### config.mk
export PLATFORM = sky130hd
export DESIGN_NAME = key_matrix_scan_decoder
export DESIGN_NICKNAME = d
export VERILOG_FILES = /design/src/hw/rtl/kmsd_pkg.sv /design/src/hw/rtl/key_matrix_scan_decoder.sv /design/src/hw/rtl/kmsd_lane.sv /design/src/hw/rtl/kmsd_merge.sv
export SDC_FILE = /design/constraint.sdc
export NUM_CORES = 1
export LEC_CHECK = 0
export ABC_AREA = 1
export BUFFER_PORTS_ARGS = -buffer_cell sky130_fd_sc_hd__buf_2
export CAP_MARGIN = 20
export CORE_MARGIN = 1
export CORE_UTILIZATION = 57
export DETAILED_ROUTE_END_ITERATION = 7
export PLACE_DENSITY = 0.89
export SYNTH_ARGS = -nofsm -noshare
export SYNTH_HDL_FRONTEND = slang
export SYNTH_SLANG_ARGS = --single-unit
### constraint.sdc
create_clock -name i_clk -period 3.3 [get_ports i_clk]
set_input_delay 0.66 -clock i_clk [delete_from_list [all_inputs] [get_ports i_clk]]
set_output_delay 0.66 -clock i_clk [all_outputs]
set_load 0.05 [all_outputs]
### src/hw/rtl/kmsd_pkg.sv
// Shared types, key tables and character mapping for the key matrix scan decoder.
package kmsd_pkg;

    localparam int ROWS = 8;
    localparam int COLS = 8;

    localparam logic [5:0] CODE_SHIFT = 6'd44;
    localparam logic [5:0] CODE_LOCK  = 6'd45;
    localparam logic [5:0] CODE_CTRL  = 6'd46;
    localparam logic [5:0] CODE_FUNC  = 6'd48;

    localparam logic [7:0] CHAR_UP    = 8'd128;
    localparam logic [7:0] CHAR_LEFT  = 8'd129;
    localparam logic [7:0] CHAR_RIGHT = 8'd130;
    localparam logic [7:0] CHAR_DOWN  = 8'd131;

    typedef struct packed {
        logic       found;
        logic [5:0] code;
        logic [2:0] col;
        logic       shift;
        logic       lock;
        logic       ctrl;
        logic       func;
    } t_lane_res;

    typedef struct packed {
        logic       found;
        logic [5:0] code;
        logic [2:0] row;
        logic [2:0] col;
        logic [7:0] character;
        logic       shift;
        logic       ctrl;
        logic       func;
        logic       lock;
    } t_result;

    localparam logic [5:0] KEY_TABLE [64] = '{
        6'd11, 6'd43, 6'd42, 6'd41, 6'd40, 6'd22, 6'd0,  6'd0,
        6'd47, 6'd31, 6'd30, 6'd29, 6'd28, 6'd32, 6'd0,  6'd0,
        6'd33, 6'd20, 6'd19, 6'd18, 6'd17, 6'd21, 6'd0,  6'd0,
        6'd0,  6'd9,  6'd8,  6'd7,  6'd6,  6'd10, 6'd0,  6'd0,
        6'd48, 6'd2,  6'd3,  6'd4,  6'd5,  6'd1,  6'd45, 6'd0,
        6'd44, 6'd24, 6'd25, 6'd26, 6'd27, 6'd23, 6'd0,  6'd0,
        6'd46, 6'd13, 6'd14, 6'd15, 6'd16, 6'd12, 6'd0,  6'd0,
        6'd0,  6'd36, 6'd37, 6'd38, 6'd39, 6'd35, 6'd0,  6'd0
    };

    localparam logic [7:0] PLAIN_CHAR [48] = '{
        8'h00, "1", "2", "3", "4", "5", "6", "7", "8", "9", "0", "=",
        "q", "w", "e", "r", "t", "y", "u", "i", "o", "p", "/", "a",
        "s", "d", "f", "g", "h", "j", "k", "l", ";", 8'h0A, 8'h00, "z",
        "x", "c", "v", "b", "n", "m", ",", ".", 8'h00, 8'h00, 8'h00, " "
    };

    localparam logic [7:0] SHIFT_CHAR [48] = '{
        8'h00, "!", "@", "#", "$", "%", "^", "&", "*", "(", ")", "+",
        "Q", "W", "E", "R", "T", "Y", "U", "I", "O", "P", "-", "A",
        "S", "D", "F", "G", "H", "J", "K", "L", ":", 8'h0A, 8'h00, "Z",
        "X", "C", "V", "B", "N", "M", "<", ">", 8'h00, 8'h00, 8'h00, " "
    };

    function automatic logic [8:0] ctrl_char(input logic [5:0] kc);
        logic [8:0] v;
        v = '0;
        case (kc)
            6'd12:   v = {1'b1, 8'd17};
            6'd24:   v = {1'b1, 8'd19};
            6'd28:   v = {1'b1, 8'd8};
            6'd35:   v = {1'b1, 8'd26};
            6'd37:   v = {1'b1, 8'd3};
            default: v = '0;
        endcase
        return v;
    endfunction

    function automatic logic [8:0] func_char(input logic [5:0] kc);
        logic [8:0] v;
        v = '0;
        case (kc)
            6'd13:   v = {1'b1, 8'h7E};
            6'd14:   v = {1'b1, CHAR_UP};
            6'd15:   v = {1'b1, 8'h5B};
            6'd16:   v = {1'b1, 8'h5D};
            6'd18:   v = {1'b1, 8'h5F};
            6'd19:   v = {1'b1, 8'h3F};
            6'd20:   v = {1'b1, 8'h27};
            6'd21:   v = {1'b1, 8'h22};
            6'd23:   v = {1'b1, 8'h7C};
            6'd24:   v = {1'b1, CHAR_LEFT};
            6'd25:   v = {1'b1, CHAR_RIGHT};
            6'd26:   v = {1'b1, 8'h7B};
            6'd27:   v = {1'b1, 8'h7D};
            6'd35:   v = {1'b1, 8'h5C};
            6'd36:   v = {1'b1, CHAR_DOWN};
            6'd37:   v = {1'b1, 8'h60};
            default: v = '0;
        endcase
        return v;
    endfunction

    function automatic logic [7:0] map_char(input logic [5:0] kc, input logic sh,
                                            input logic ct, input logic fn);
        logic [8:0] cv;
        logic [8:0] fv;
        logic [7:0] v;
        cv = ctrl_char(kc);
        fv = func_char(kc);
        if (kc >= 6'd48) begin
            v = '0;
        end else if (ct && cv[8]) begin
            v = cv[7:0];
        end else if (fn && fv[8]) begin
            v = fv[7:0];
        end else if (sh) begin
            v = SHIFT_CHAR[kc];
        end else begin
            v = PLAIN_CHAR[kc];
        end
        return v;
    endfunction

endpackage

### src/hw/rtl/key_matrix_scan_decoder.sv
// Top level of the key matrix scan decoder: row lanes, merge stage and output register.
//
// The input channel takes one beat per snapshot: eight row bytes, bit c of a row set
// when the contact at that column is closed. The output channel gives one beat per
// snapshot: the winning key (last in row-major, low-column-first order), its row and
// column, the mapped character, and the shift, ctrl, func and lock flags seen anywhere
// in the snapshot. Fields of the key are zero when no key is closed.
// Both channels use valid and stall; a beat moves when valid is high and stall is low.
// A beat passes the lane register and then the output register: eight row lanes
// decode their rows into a registered lane result, then the merge stage picks the
// winner, maps the character and loads the output register. One snapshot is taken
// every cycle while o_stall is low. When the receiver stalls, the output holds; the
// lane register still takes a beat if it is empty, after which o_stall rises until the
// output moves on. o_stall follows i_stall in the same cycle once both stages are full.
// Reset clears both stage valid flags; no beat is in flight afterwards.
module key_matrix_scan_decoder (
    input  logic       i_clk,
    input  logic       i_rst_n,
    input  logic       i_valid,
    output logic       o_stall,
    input  logic [7:0] i_row_0_pressed,
    input  logic [7:0] i_row_1_pressed,
    input  logic [7:0] i_row_2_pressed,
    input  logic [7:0] i_row_3_pressed,
    input  logic [7:0] i_row_4_pressed,
    input  logic [7:0] i_row_5_pressed,
    input  logic [7:0] i_row_6_pressed,
    input  logic [7:0] i_row_7_pressed,
    output logic       o_valid,
    input  logic       i_stall,
    output logic       o_key_found,
    output logic [5:0] o_key_code,
    output logic [2:0] o_key_row,
    output logic [2:0] o_key_column,
    output logic [7:0] o_character,
    output logic       o_shift_on,
    output logic       o_ctrl_on,
    output logic       o_func_on,
    output logic       o_lock_on
);
    import kmsd_pkg::*;

    logic [7:0] rows [ROWS];
    t_lane_res  lane_res [ROWS];
    t_lane_res  r_lane [ROWS];
    logic       r_v1;
    t_result    merged;
    t_result    r_out;
    logic       r_v2;
    logic       out_ready;
    logic       in_ready;

    assign rows[0] = i_row_0_pressed;
    assign rows[1] = i_row_1_pressed;
    assign rows[2] = i_row_2_pressed;
    assign rows[3] = i_row_3_pressed;
    assign rows[4] = i_row_4_pressed;
    assign rows[5] = i_row_5_pressed;
    assign rows[6] = i_row_6_pressed;
    assign rows[7] = i_row_7_pressed;

    for (genvar g = 0; g < ROWS; g++) begin : g_lane
        kmsd_lane u_lane (
            .i_row  (3'(g)),
            .i_bits (rows[g]),
            .o_res  (lane_res[g])
        );
    end

    kmsd_merge u_merge (
        .i_lane (r_lane),
        .o_res  (merged)
    );

    assign out_ready = !r_v2 || !i_stall;
    assign in_ready  = !r_v1 || out_ready;
    assign o_stall   = !in_ready;

    always_ff @(posedge i_clk) begin
        if (!i_rst_n) begin
            r_v1 <= 1'b0;
            r_v2 <= 1'b0;
        end else begin
            if (in_ready) begin
                r_v1 <= i_valid;
            end
            if (out_ready) begin
                r_v2 <= r_v1;
            end
        end
        if (in_ready && i_valid) begin
            r_lane <= lane_res;
        end
        if (out_ready && r_v1) begin
            r_out <= merged;
        end
    end

    assign o_valid      = r_v2;
    assign o_key_found  = r_out.found;
    assign o_key_code   = r_out.code;
    assign o_key_row    = r_out.row;
    assign o_key_column = r_out.col;
    assign o_character  = r_out.character;
    assign o_shift_on   = r_out.shift;
    assign o_ctrl_on    = r_out.ctrl;
    assign o_func_on    = r_out.func;
    assign o_lock_on    = r_out.lock;

endmodule

### src/hw/rtl/kmsd_lane.sv
// One row lane: looks up every closed contact of a row and finds its last key and modifiers.
module kmsd_lane (
    input  logic [2:0]          i_row,
    input  logic [7:0]          i_bits,
    output kmsd_pkg::t_lane_res o_res
);
    import kmsd_pkg::*;

    logic [5:0] kc [COLS];
    t_lane_res  res;

    always_comb begin
        res = '0;
        for (int c = 0; c < COLS; c++) begin
            kc[c] = KEY_TABLE[{i_row, 3'(c)}];
            if (i_bits[c] && kc[c] != 6'd0) begin
                if (kc[c] == CODE_SHIFT) begin
                    res.shift = 1'b1;
                end else if (kc[c] == CODE_LOCK) begin
                    res.shift = 1'b1;
                    res.lock  = 1'b1;
                end else if (kc[c] == CODE_CTRL) begin
                    res.ctrl = 1'b1;
                end else if (kc[c] == CODE_FUNC) begin
                    res.func = 1'b1;
                end else begin
                    res.found = 1'b1;
                    res.code  = kc[c];
                    res.col   = 3'(c);
                end
            end
        end
    end

    assign o_res = res;

endmodule

### src/hw/rtl/kmsd_merge.sv
// Merging stage: picks the key of the highest row, combines modifiers and maps the character.
module kmsd_merge (
    input  kmsd_pkg::t_lane_res i_lane [kmsd_pkg::ROWS],
    output kmsd_pkg::t_result   o_res
);
    import kmsd_pkg::*;

    t_result res;

    always_comb begin
        res = '0;
        for (int r = 0; r < ROWS; r++) begin
            res.shift = res.shift | i_lane[r].shift;
            res.lock  = res.lock  | i_lane[r].lock;
            res.ctrl  = res.ctrl  | i_lane[r].ctrl;
            res.func  = res.func  | i_lane[r].func;
            if (i_lane[r].found) begin
                res.found = 1'b1;
                res.code  = i_lane[r].code;
                res.row   = 3'(r);
                res.col   = i_lane[r].col;
            end
        end
        res.character = res.found ? map_char(res.code, res.shift, res.ctrl, res.func) : 8'd0;
    end

    assign o_res = res;

endmodule

* Word-level counts from Yosys, hierarchy flattened
Memory sizes are Yosys's and may differ from the RTL's.
Cells that the tools add are included.
** Operators by class
- Multiplexer cells :: 55
- Bitwise logic cells :: 30
- Magnitude comparators :: 2
- Eq/ne operators :: 5
- Reductions and logical operators :: 31
** Operators by type and width (count)
- $mux 14 :: 36
- $mux 13 :: 8
- $mux 8 :: 7
- $pmux 9 s5 :: 1
- $or 1x1->1 :: 28
- $reduce_or 5->1 :: 5
- $reduce_or 2->1 :: 9
- $eq 6x5->1 const B :: 2
- $eq 6x6->1 const B :: 2
- $reduce_or 3->1 :: 4
- $reduce_or 4->1 :: 3
- $ge 7x7->1 const B :: 1
- $not 6->7 :: 1
- $eq 6x4->1 const B :: 1
- $ge 6x6->1 const B :: 1
- $logic_and 1x1->1 :: 4
- $logic_not 1->1 :: 4
- $mux 4 :: 1
- $logic_or 1x1->1 :: 2
- $mux 2 :: 1
- $mux 1 :: 1
- $not 1->1 :: 1
** Storage, ports and cells
- Output and inout bits :: 27
- Input port bits :: 68
- Memories :: 3
- Bits in read-only memories :: 1600
- Logic and storage cells :: 218
- Register bits after elaboration :: 139
** Memory list
- (no name shown) :: words 64, bits a word 9, read ports 1, clocked after Yosys merged registers in 0, wr ports 0, line kmsd_pkg.sv:81 : case (kc)
- (no name shown) :: words 64, bits a word 8, read ports 1, clocked after Yosys merged registers in 0, wr ports 0, line kmsd_pkg.sv:117 : v = SHIFT_CHAR[kc];
- (no name shown) :: words 64, bits a word 8, read ports 1, clocked after Yosys merged registers in 0, wr ports 0, line kmsd_pkg.sv:119 : v = PLAIN_CHAR[kc];

* Depth between registers and ports, before layout
- Word-level depth :: 15
- Depth in mapped cells :: 24
- Gate-level depth less buffers :: 23

* Cells and area by module
From an unflattened synthesis, not the netlist that was laid out.
** Second synthesis, totals
- Cells, all modules :: 2702
- Area, all modules :: 16916.2 µm²
** Modules (own cells, without submodules)
- kmsd_lane (g_lane[1].u_lane ...) :: seq. area each 0.0 µm², area an instance 1303.8 µm², times used 6, cells each 265
- key_matrix_scan_decoder :: seq. area each 4154.0 µm², area an instance 4216.5 µm², times used 1, cells each 152
- kmsd_lane (g_lane[0].u_lane ...) :: seq. area each 0.0 µm², area an instance 1291.2 µm², times used 2, cells each 252
- kmsd_merge :: seq. area each 0.0 µm², area an instance 2294.7 µm², times used 1, cells each 456

* Worst setup path before layout
No wires, ideal clock.
- Path kind :: register to register
- Start point :: register r_v2, in the netlist o_valid
- End point :: register r_lane[102] (netlist bit), enable pin
- Library setup time :: 0.555 ns
- Cell stages (with the launch flop) :: 6
- Slack :: 0.320 ns
- Data arrival time :: 2.425 ns
- Buffers on the path :: 0
- Data required time :: 2.745 ns
- Period minus slack after synthesis :: 2.980 ns
- Path through :: dfxtp_1 -> nand2_1 -> nor2_1 -> inv_1 -> nand2_1 -> inv_1
** Between the ends
- Word-level cells in the longest chain between the ends :: 4
** RTL lines
- start: declaration :: line key_matrix_scan_decoder.sv:49 : logic r_v2;
- start signal: assignment :: line key_matrix_scan_decoder.sv:88 : r_v2 <= r_v1;
- $logic_not 1->1 :: line key_matrix_scan_decoder.sv:75 : assign out_ready = !r_v2 || !i_stall;
- $logic_or 1x1->1 :: line key_matrix_scan_decoder.sv:75
- $logic_or 1x1->1 :: line key_matrix_scan_decoder.sv:76 : assign in_ready = !r_v1 || out_ready;
- $logic_and 1x1->1 :: line key_matrix_scan_decoder.sv:91 : if (in_ready && i_valid) begin
- end signal: assignment :: line key_matrix_scan_decoder.sv:92 : r_lane <= lane_res;
- end: declaration :: line key_matrix_scan_decoder.sv:45 : t_lane_res r_lane [ROWS];
Every way passes these cells.
A chain may end at the register's enable or synchronous reset.

==> out/qor.yml <==
sta:
  hold_viol: 0
  fin_skew_ns: 0.0113
  fin_crit_sh: 0.905
  tightestPinTransition_ns: 0.429
  max_slew_margin: 0.714
  whs_ns: 0.457
  slew_viol_final: 0
  finalCriticalPeriod_ns: 2.99
  fmax_mhz: 335
  timing.final.ws_setup_ns: 0.313
  setup_viol: 0
  final.setup.tns_ns: 0
worst_hold_path:
  worstHoldStart: "i_row_5_pressed[0]"
  worstHoldEndpoint: "r_lane[31]$_DFFE_PP_"
  worstHoldPathType: "input pin to register"
  worst_hold_path.num_cells: 1
power_and_ir_drop:
  p_leak_nw: 2.72
  powerDensity_nw_per_um2: 406
  ir_worst_vdd_mv: 0.326
  power_mw: 2.56
job:
  drv_cap: 0
logic_synthesis:
  ys_types: 47
  synth_area_leader_cell: "edfxtp_1"
  syn_inst: 636
  yosys_warnings: 0
  async_reset_ff_frac: 0
  ys_top_cells_by_area: "edfxtp_1 (50%), nand2_1 (10%), nor2_1 (5.5%)"
  synthTopCellsByCount: "nand2_1 (146), edfxtp_1 (92), nor2_1 (80)"
  post_synth.cell_area_avg_sq_um: 8.63
  yosysTopAreaCellShare: 0.503
  synth.most_common_cell: "nand2_1"
  synth_area_sq_um: 5490
  synth_edf_count: 92
  syn_nets: 712
  ys.flop_type: "edfxtp_1"
  synth-seq-area-share: 0.511
  ys_ff_latch: 94
floorplanning:
  initial_utilization: 0.591
  die_area_sq_um: 10000
  die-height_um: 100
  die_x_um: 100
  coreArea_sq_um: 9280
  pin_count: 95
  num_rows: 35
setup_path:
  r2r_end: "o_character[3]$_SDFFCE_PP0P_"
  critPathMaxFanout: 12
  cp_common_cell: "nand2_1"
  cp-end-kind: "register"
  cp.required_ns: 3.44
  crit_type: "register to register"
  r2r_cells: 23
  arrival_ns: 3.12
  crit_chain: "buf_4 > nor2_4 > nand2_1 > nand2_1 > nand2_1 > nand2_1 > nand2_2 > nand2_4 > inv_4 > ha_1 > inv_1 > nand3_1 > nand3_1 > nand2_1 > nand2_1 > nand3_1 > nor2_2 > buf_12 > nor2_1 > o21ai_0 > nand2_1 > nand2_1 > nand2_1"
  max_stage_delay_ns: 0.55
  start_kind: "register"
  rrSetupSlack_ns: 0.31
  r2r-start: "r_lane[83]$_SDFFCE_PP1P_"
  slowest_stage: "edfxtp_1"
detailed_routing:
  drcViolationCount: 0
  dr.pass1.iters: 5
  drt-total-wl_um: 13800
  wl_per_cell_um: 16.0
  vias_per_cell: 5.54
  postRouteAntennaNets: 0
  drtIter0Drc: 261
  vias: 4784
cells_and_area:
  nNetsFinal: 805
  synthToLayoutAreaGrowth_pct: 14.7
  layout.cells.non_filler: 863
  n_antenna_cell: 0
  fillers: 733
  layout-drive-gt1-share: 0.241
  final_util: 0.678
  fin_area_sq_um: 6300
clock_tree:
  cts_tree: "yes"
  postCtsSetupBuffers: 0
  cts_buffers: 9
  post_cts_resized: 0
  cts-htree-levels: 3
  ctsHoldBuffers: 0
  cts.path.max_buffers: 2
  insertion_delay_ns: 0.37
  path_clk_slew_ns: 0.11
  cts_root_buffer: "clkbuf_8"
  cts_sinks: 94
place:
  dp_hpwl_um: 10400
  portBuffers: 77
  numPlacedInstances: 844
  gp_congestion: 0.959
  place_area_sq_um: 6080
  pre_cts_ws_ns: 0.357
grt:
  gr-total-overflow: 0
  track_usage: 0.293
  grt_pass1_vias: 4685
  antenna_found_initial: 0
  grt_max_degree: 60
  grt_first_pass_wirelength_um: 22400
status:
  status: "complete, no violations"
## how the worst max path moves through the flow
stage                                        end                      from  depth (start not counted)
detailed placement  o_character[3]$_SDFFCE_PP0P_  r_lane[83]$_SDFFCE_PP1P_                         23
CTS                 o_character[3]$_SDFFCE_PP0P_  r_lane[83]$_SDFFCE_PP1P_                         23
floorplan              r_lane[102]$_SDFFCE_PP1P_      o_valid$_SDFFE_PN0P_                          5
global placement    o_character[3]$_SDFFCE_PP0P_  r_lane[83]$_SDFFCE_PP1P_                         23
global route        o_character[3]$_SDFFCE_PP0P_  r_lane[69]$_SDFFCE_PP1P_                         23
finish              o_character[3]$_SDFFCE_PP0P_  r_lane[83]$_SDFFCE_PP1P_                         23
## worst max-delay path, delay by kind of cell (launching register included)
kind,cells,cell delay (ns)
adder cells (fa/ha/maj),1,0.20
flip-flops,1,0.55
AND/OR/NAND/NOR,17,1.39
AO/OA/AOI/OAI,1,0.11
buffers and inverters,4,0.50
## area by class of cell
class,instances,area [sq um],share of cell area
multi-input cells,444,2260,0.359
flip-flops and latches,94,2800,0.445
repair buffers,97,561,0.0890
well taps,129,161,0.0256
clock inverters,7,67.6,0.0107
inverters,83,317,0.0503
clock buffers,9,124,0.0197
## power breakdown
group	switching (mW)	internal (mW)	total, mW
registers	0.0234	1.38	1.41
logic	0.273	0.126	0.399
clock network	0.461	0.293	0.754
## placed cells by master (no fill, tap or decap), drive strengths merged
cell      count
nor2         93
a22oi         4
o21bai        1
a22o          3
o311ai        1
inv          85
clkinv        4
edfxtp       92
a21oi        41
o211ai        3
a211oi        2
nand2       166
o21ai        39
a31oi         5
nand3        47
nor3         10
o22ai         3
ha            8
and2          1
clkinvlp      1
nor4          1
dfxtp         2
buf          97
a41oi         1
nand3b        1
clkbuf        9
or2           5
nand4         6
o2111ai       3
## cell families after synthesis
kind of cell | count (synthesis) | share of synthesized area
AOI/OAI and AO/OA | 106 | 0.113
adders and majority gates | 8 | 0.0182
buffers and inverters | 98 | 0.0775
DFF | 94 | 0.511
and+or+nand+nor | 330 | 0.281
## layer usage
metal	track usage	vias to the layer above	part of all wire
li1	-	2326	-
met1	0.335	2215	0.39
met2	0.525	190	0.52
met3	0.0390	53	0.042
met4	0.172	0	0.052
met5	0	-	0
## state kept, by name (all words and copies together), names as in the netlist
signal        cells
o_character       8
o_ctrl_on         1
o_func_on         1
o_key_code        6
o_key_column      3
o_key_found       1
o_key_row         3
o_lock_on         1
o_shift_on        1
o_valid           1
r_lane           67
r_v1              1
Note: power is estimated with default switching activity, not from simulation.
